File: src/elc_pkg.sv
// ----------------------------------------------------------------------------
// elc_pkg
// Shared constants, types and helper functions of the edge-list degree counter.
// ----------------------------------------------------------------------------
`timescale 1ns / 1ps

package elc_pkg;

  localparam int VERTEX_BITS = 16;
  localparam int ADDR_W      = VERTEX_BITS;
  localparam int ID_W        = VERTEX_BITS + 1;
  localparam int ACC_W       = ID_W + 4;
  localparam int DEPTH_V     = 1 << VERTEX_BITS;
  localparam int DEG_W       = 32;
  localparam int EDGE_W      = 40;
  localparam int MAXV_W      = 16;
  localparam int VIDX_W      = 16;

  localparam logic [ID_W-1:0] VERTEX_LIMIT = {1'b1, {VERTEX_BITS{1'b0}}};

  localparam logic OP_BYTE = 1'b0;
  localparam logic OP_READ = 1'b1;

  localparam logic [7:0] CH_HASH = 8'h23;
  localparam logic [7:0] CH_NL   = 8'h0A;

  typedef enum logic [2:0] {
    PH_START,
    PH_COMMENT,
    PH_LEAD,
    PH_FIRST,
    PH_BETWEEN,
    PH_SECOND,
    PH_TRAIL,
    PH_BAD
  } phase_t;

  typedef struct packed {
    logic              valid;
    logic [ADDR_W-1:0] addr_a;
    logic [ADDR_W-1:0] addr_b;
  } bump_req_t;

  typedef struct packed {
    logic [EDGE_W-1:0] edge_count;
    logic [MAXV_W-1:0] max_vertex;
    logic              edge_added;
    logic              line_dropped;
  } stat_t;

  function automatic logic is_blank(input logic [7:0] c);
    return (c == 8'h20) || (c == 8'h09) || (c == 8'h0B) || (c == 8'h0C) || (c == 8'h0D);
  endfunction

  function automatic logic is_digit(input logic [7:0] c);
    return (c >= 8'h30) && (c <= 8'h39);
  endfunction

  // acc * 10 + digit, clamped at VERTEX_LIMIT
  function automatic logic [ID_W-1:0] add_digit(input logic [ID_W-1:0] acc,
                                                input logic [7:0] c);
    logic [ACC_W-1:0] v;
    v = (ACC_W'(acc) << 3) + (ACC_W'(acc) << 1) + ACC_W'(c[3:0]);
    if (v > ACC_W'(VERTEX_LIMIT)) begin
      return VERTEX_LIMIT;
    end
    return ID_W'(v);
  endfunction

  function automatic logic [DEG_W-1:0] deg_inc(input logic [DEG_W-1:0] d);
    if (d == '1) begin
      return d;
    end
    return d + DEG_W'(1);
  endfunction

endpackage

File: src/elc_parser.sv
// ----------------------------------------------------------------------------
// elc_parser
// Line parser of the edge-list text; keeps the edge total and largest ID and
// issues degree bump requests at the end of each counted line.
// ----------------------------------------------------------------------------
`timescale 1ns / 1ps

module elc_parser (
  input  logic               clk,
  input  logic               rst_n,
  input  logic               step,
  input  logic [7:0]         text_byte,
  output elc_pkg::bump_req_t bump,
  output elc_pkg::stat_t     stat
);
  import elc_pkg::*;

  phase_t            phase_r, phase_nxt;
  logic [ID_W-1:0]   first_r, first_nxt;
  logic [ID_W-1:0]   second_r, second_nxt;
  logic [EDGE_W-1:0] edge_r, edge_nxt;
  logic [ADDR_W-1:0] largest_r, largest_nxt;
  logic [ID_W-1:0]   peak;
  logic              is_nl, dig, blk, line_ok, in_range;
  logic              added, dropped;

  assign is_nl    = (text_byte == CH_NL);
  assign dig      = is_digit(text_byte);
  assign blk      = is_blank(text_byte);
  assign line_ok  = (phase_r == PH_SECOND) || (phase_r == PH_TRAIL);
  assign in_range = (first_r < VERTEX_LIMIT) && (second_r < VERTEX_LIMIT);
  assign peak     = (first_r > second_r) ? first_r : second_r;

  always_comb begin
    phase_nxt = phase_r;
    if (step) begin
      if (is_nl) begin
        phase_nxt = PH_START;
      end else begin
        case (phase_r)
          PH_START: begin
            if (text_byte == CH_HASH) phase_nxt = PH_COMMENT;
            else if (blk)             phase_nxt = PH_LEAD;
            else if (dig)             phase_nxt = PH_FIRST;
            else                      phase_nxt = PH_BAD;
          end
          PH_LEAD: begin
            if (dig)       phase_nxt = PH_FIRST;
            else if (!blk) phase_nxt = PH_BAD;
          end
          PH_FIRST: begin
            if (blk)       phase_nxt = PH_BETWEEN;
            else if (!dig) phase_nxt = PH_BAD;
          end
          PH_BETWEEN: begin
            if (dig)       phase_nxt = PH_SECOND;
            else if (!blk) phase_nxt = PH_BAD;
          end
          PH_SECOND: begin
            if (!dig) phase_nxt = PH_TRAIL;
          end
          default: ;
        endcase
      end
    end
  end

  always_comb begin
    first_nxt   = first_r;
    second_nxt  = second_r;
    edge_nxt    = edge_r;
    largest_nxt = largest_r;
    added       = 1'b0;
    dropped     = 1'b0;
    if (step) begin
      if (is_nl) begin
        if (line_ok) begin
          if (!in_range) begin
            dropped = 1'b1;
          end else begin
            if (ADDR_W'(peak) > largest_r) largest_nxt = ADDR_W'(peak);
            if (first_r != second_r) begin
              if (edge_r != '1) edge_nxt = edge_r + EDGE_W'(1);
              added = 1'b1;
            end
          end
        end else if (phase_r != PH_COMMENT) begin
          dropped = 1'b1;
        end
        first_nxt  = '0;
        second_nxt = '0;
      end else begin
        case (phase_r)
          PH_START, PH_LEAD: begin
            if (dig) first_nxt = add_digit('0, text_byte);
          end
          PH_FIRST: begin
            if (dig) first_nxt = add_digit(first_r, text_byte);
          end
          PH_BETWEEN: begin
            if (dig) second_nxt = add_digit('0, text_byte);
          end
          PH_SECOND: begin
            if (dig) second_nxt = add_digit(second_r, text_byte);
          end
          default: ;
        endcase
      end
    end
  end

  always_ff @(posedge clk) begin
    if (!rst_n) begin
      phase_r   <= PH_START;
      first_r   <= '0;
      second_r  <= '0;
      edge_r    <= '0;
      largest_r <= '0;
    end else begin
      phase_r   <= phase_nxt;
      first_r   <= first_nxt;
      second_r  <= second_nxt;
      edge_r    <= edge_nxt;
      largest_r <= largest_nxt;
    end
  end

  assign bump.valid  = added;
  assign bump.addr_a = first_r[ADDR_W-1:0];
  assign bump.addr_b = second_r[ADDR_W-1:0];

  assign stat.edge_count   = edge_nxt;
  assign stat.max_vertex   = MAXV_W'(largest_nxt);
  assign stat.edge_added   = added;
  assign stat.line_dropped = dropped;

endmodule

File: config.mk
export PLATFORM = sky130hd
export DESIGN_NAME = elc_parser
export DESIGN_NICKNAME = d
export VERILOG_FILES = /design/src/elc_pkg.sv /design/src/elc_parser.sv
export SDC_FILE = /design/constraint.sdc
export NUM_CORES = 1
export LEC_CHECK = 0
export BUFFER_PORTS_ARGS = -buffer_cell sky130_fd_sc_hd__buf_2
export CORE_UTILIZATION = 53
export DETAILED_ROUTE_END_ITERATION = 6
export PLACE_DENSITY = 0.77
export SLEW_MARGIN = 20
export SYNTH_ARGS = -nofsm -noshare
export SYNTH_HDL_FRONTEND = slang
export SYNTH_SLANG_ARGS = --single-unit
File: constraint.sdc
create_clock -name clk -period 11.75 [get_ports clk]
set_clock_uncertainty 0.1 [all_clocks]
set_input_delay 0.5875 -clock clk [delete_from_list [all_inputs] [get_ports clk]]
set_output_delay 0.5875 -clock clk [all_outputs]
set_load 0.005 [all_outputs]
==> impl_metrics.py <==
metrics = {
    "outcome": {
        "status": "complete, but fails checks",
        "violations": "DRC",
    },
    "placed_design": {
        "gp_congestion": 0.936,
        "dp.cells": 1234,
        "postPlaceCellArea_um2": 8440,
        "dp_slack_ps": 6010,
        "hpwl_um": 15700,
        "portBuffers": 101,
    },
    "setup_path": {
        "critical_path.max_stage_delay_ps": 600,
        "crit_arrival_ps": 5530,
        "crit_chain": "inv_1 -> ha_1 -> nand4b_1 -> or3_1 -> nor2_1 -> nor3_1 -> o21ai_1 -> a21boi_0 -> or2_2 -> ha_1 -> a21o_1 -> a21o_1 -> a211oi_1 -> o21ai_0 -> o211ai_1 -> a21o_1 -> nand2_1 -> nand2_1 -> buf_2",
        "required_ps": 11060,
        "crit_slowest_cell": "a21o_1",
        "timing.reg2reg.setup_slack_ps": 6400,
        "critPathBufInv": 2,
        "r2r_end": "largest_r[6]$_SDFF_PN0_",
        "crit_path_end_kind": "primary output",
        "crit_family": "compound AO/OA/AOI/OAI gates",
        "worst_setup_path_start_kind": "flop",
        "path_class": "flop to primary output",
        "reg2reg_from": "first_r[16]$_SDFFE_PN0P_",
        "cpMostUsedCell": "a21o_1",
        "ff2ff_path_depth": 18,
        "cp_max_fo": 25,
    },
    "power": {
        "p_leak_nw": 4.24,
        "switchingPower_uw": 155,
        "report.power.total_uw": 631,
        "peakVddDrop_mv": 0.0608,
        "p_per_area_nw_per_um2": 72.4,
        "pwr-share-seq": 0.507,
        "pwr-share-clk": 0.443,
        "p_int_uw": 476,
        "p_sw_frac": 0.246,
        "combPwrFrac": 0.050,
    },
    "job": {
        "maxCapViolCount": 0,
    },
    "yosys": {
        "synth-warning-count": 0,
        "synthesis.nets": 1133,
        "yosysSeqAreaShare": 0.230,
        "ys_async_sr_fraction": 0,
        "ys.flop_type": "dfxtp_1",
        "syn-mean-instance-area_um2": 7.97,
        "ys_ff_latch": 93,
        "ys_types": 74,
        "synthCells": 1017,
        "synth_edf_count": 0,
        "syn_area_um2": 8100,
    },
    "global_routing": {
        "grtUsageTotal": 0.265,
        "antenna_found_initial": 1,
        "grt.overflow.total": 0,
        "grt_pass1_wl_um": 33800,
        "grt_start_max_net_pins": 50,
        "grt_pass1_vias": 6835,
    },
    "clock_network": {
        "worstSkewPairLatency_ps": 350,
        "cts_htree_levels": 3,
        "path_clk_slew_ps": 70,
        "hold_buffers": 0,
        "cts_resized": 0,
        "root_buffer": "clkbuf_16",
        "cts_tree": "yes",
        "cts_buffers": 9,
        "post-cts-setup-buffer-count": 0,
        "cts.sinks": 93,
        "clockBufferDepth": 2,
    },
    "route": {
        "wirelength_um": 20600,
        "m1WireLength_um": 9470,
        "ant_nets": 0,
        "routed-wl-met3_um": 1600,
        "wl_per_cell_um": 16.5,
        "num_vias": 7490,
        "drc": 6,
        "wl_met2_um": 9030,
        "drtPass1Iterations": 7,
        "drtIter0Drc": 645,
        "vias_per_cell": 5.99,
        "routed.top_layer": "met4",
    },
    "worst_hold_path": {
        "min_to": "largest_r[14]$_SDFF_PN0_",
        "hold_class": "flop to flop",
        "holdPathStages": 2,
        "min-delay-start": "largest_r[14]$_SDFF_PN0_",
    },
    "sta": {
        "fin_hold_ws_ps": 380,
        "slew_viol_final": 0,
        "clock.fmax_mhz": 161,
        "hold_viol": 0,
        "rsz0062_at_grt": "false",
        "setup_viol": 0,
        "timing.final.crit_share": 0.529,
        "min_period_ps": 6220,
        "slew-limit-headroom": 0.251,
        "setup_tns_ps": 0,
        "setup_ws_ps": 5530,
        "tightest_slew_ps": 1110,
    },
    "cells_and_area": {
        "drive_gt1_frac": 0.134,
        "final_area_um2": 8720,
        "layout.cells.non_filler": 1251,
        "syn_to_final_growth_pct": 7.57,
        "nNetsFinal": 1177,
        "post-route-util": 0.593,
    },
    "die": {
        "ioPinCount": 102,
        "dieHeight_um": 126,
        "start_util": 0.551,
        "fp.coreArea_um2": 14700,
        "die_area_um2": 15800,
        "die_x_um": 126,
        "rows": 44,
    },
}
-- state kept, by name, summed over array words and instances (netlist names) --
signal / flops
largest_r: 16
edge_r: 40
phase_r: 3
second_r: 17
first_r: 17
-- Yosys cell counts, types with 6 or more instances --
master	n	area, µm²
nor3b_1	6	45.0
nand4_1	25	156
nand2_1	112	420
ha_1	101	1260
nor2_1	49	184
a31oi_1	6	37.5
o21ai_1	9	45.0
and2_1	48	300
a22o_1	10	87.6
a211oi_1	6	45.0
o211ai_1	10	75.1
or2_2	11	68.8
nand3_1	35	175
buf_4	35	263
nor4_1	7	43.8
and3_1	10	62.6
xnor2_1	33	289
mux2i_1	6	60.1
and4_1	9	78.8
o21a_1	13	97.6
dfxtp_1	93	1860
a21oi_1	64	320
o21ai_0	39	195
a21o_1	32	240
clkbuf_1	30	113
nand2b_1	6	37.5
xor2_1	28	245
a21boi_0	8	60.1
o31ai_1	17	128
nor3_1	23	115
inv_1	56	210
-- worst max path at each step --
| stage | start | end | slack (ps) | cells past startpoint |
|---|---|---|---|---|
| after floorplan | second_r[16]$_SDFFE_PN0P_ | stat[16] | 6910 | 20 |
| after global placement | second_r[16]$_SDFFE_PN0P_ | stat[7] | 6250 | 19 |
| after detailed placement | first_r[16]$_SDFFE_PN0P_ | stat[7] | 6010 | 19 |
| after CTS | first_r[16]$_SDFFE_PN0P_ | stat[7] | 5590 | 19 |
| after global routing | second_r[16]$_SDFFE_PN0P_ | stat[11] | 5040 | 19 |
| final | first_r[16]$_SDFFE_PN0P_ | stat[7] | 5530 | 19 |
-- layout make-up --
type | instances | area, µm²
Inverter | 57 | 214
Clock inverter | 6 | 37.5
Tap cell | 184 | 230
Fill cell | 1355 | 5980
Antenna cell | 1 | 2.50
Clock buffer | 10 | 239
Sequential cell | 93 | 1860
Timing Repair Buffer | 103 | 520
Multi-Input combinational cell | 797 | 5610
-- power groups by stage --
stage                     combinational [mW]  sequential (mW)  clock [mW]
after floorplan                       0.0244            0.325           0
after global placement                0.0302            0.327           0
after detailed placement              0.0307            0.327           0
after CTS                             0.0311            0.320       0.285
after global routing                  0.0353            0.320       0.295
final                                 0.0313            0.320       0.280
-- worst register-to-register path: cells and delay by family (launching register included) --
family	cells	cell delay, ps
adder cells (fa/ha/maj)	2	600
buffers and inverters	1	110
AO/OA/AOI/OAI	9	2510
AND/OR/NAND/NOR	6	1540
flip-flops	1	410
-- cell usage in the layout, fill, tap and decap left out, types with 7 or more instances in the layout --
master / Yosys / routed
ha_1: 101 / 101
a21oi_1: 64 / 64
dfxtp_1: 93 / 93
nor4_1: 7 / 7
o21ai_1: 9 / 9
and2_1: 48 / 48
o21ai_0: 39 / 39
o21a_1: 13 / 13
xnor2_1: 33 / 33
xor2_1: 28 / 28
nand4_1: 25 / 25
a22o_1: 10 / 10
nor3_1: 23 / 23
and3_1: 10 / 10
inv_1: 56 / 56
or2_2: 11 / 11
o211ai_1: 10 / 10
a21boi_0: 8 / 8
clkbuf_16: 0 / 9
and4_1: 9 / 9
nor2_1: 49 / 49
a21o_1: 32 / 32
nand2_1: 112 / 112
o31ai_1: 17 / 17
nand3_1: 35 / 35
buf_2: 2 / 101
-- routing by layer --
layer / up-vias / track usage
met5: - / 0
met2: 264 / 0.425
met3: 41 / 0.0527
met4: 0 / 0.108
li1: 3726 / -
met1: 3459 / 0.349
-- cells by family (layout without fill, tap and decap cells) --
family | Yosys count | in the layout | share of synthesized area
buffers and inverters | 127 | 176 | 0.0778
AO/OA/AOI/OAI | 255 | 255 | 0.215
adder cells (fa/ha/maj) | 105 | 105 | 0.166
flip-flops | 93 | 93 | 0.230
XOR/XNOR | 61 | 61 | 0.0659
AND/OR/NAND/NOR | 369 | 369 | 0.237
multiplexers | 7 | 7 | 0.00880
other | 0 | 1 | 0
Power figures use the tool's default switching activity.
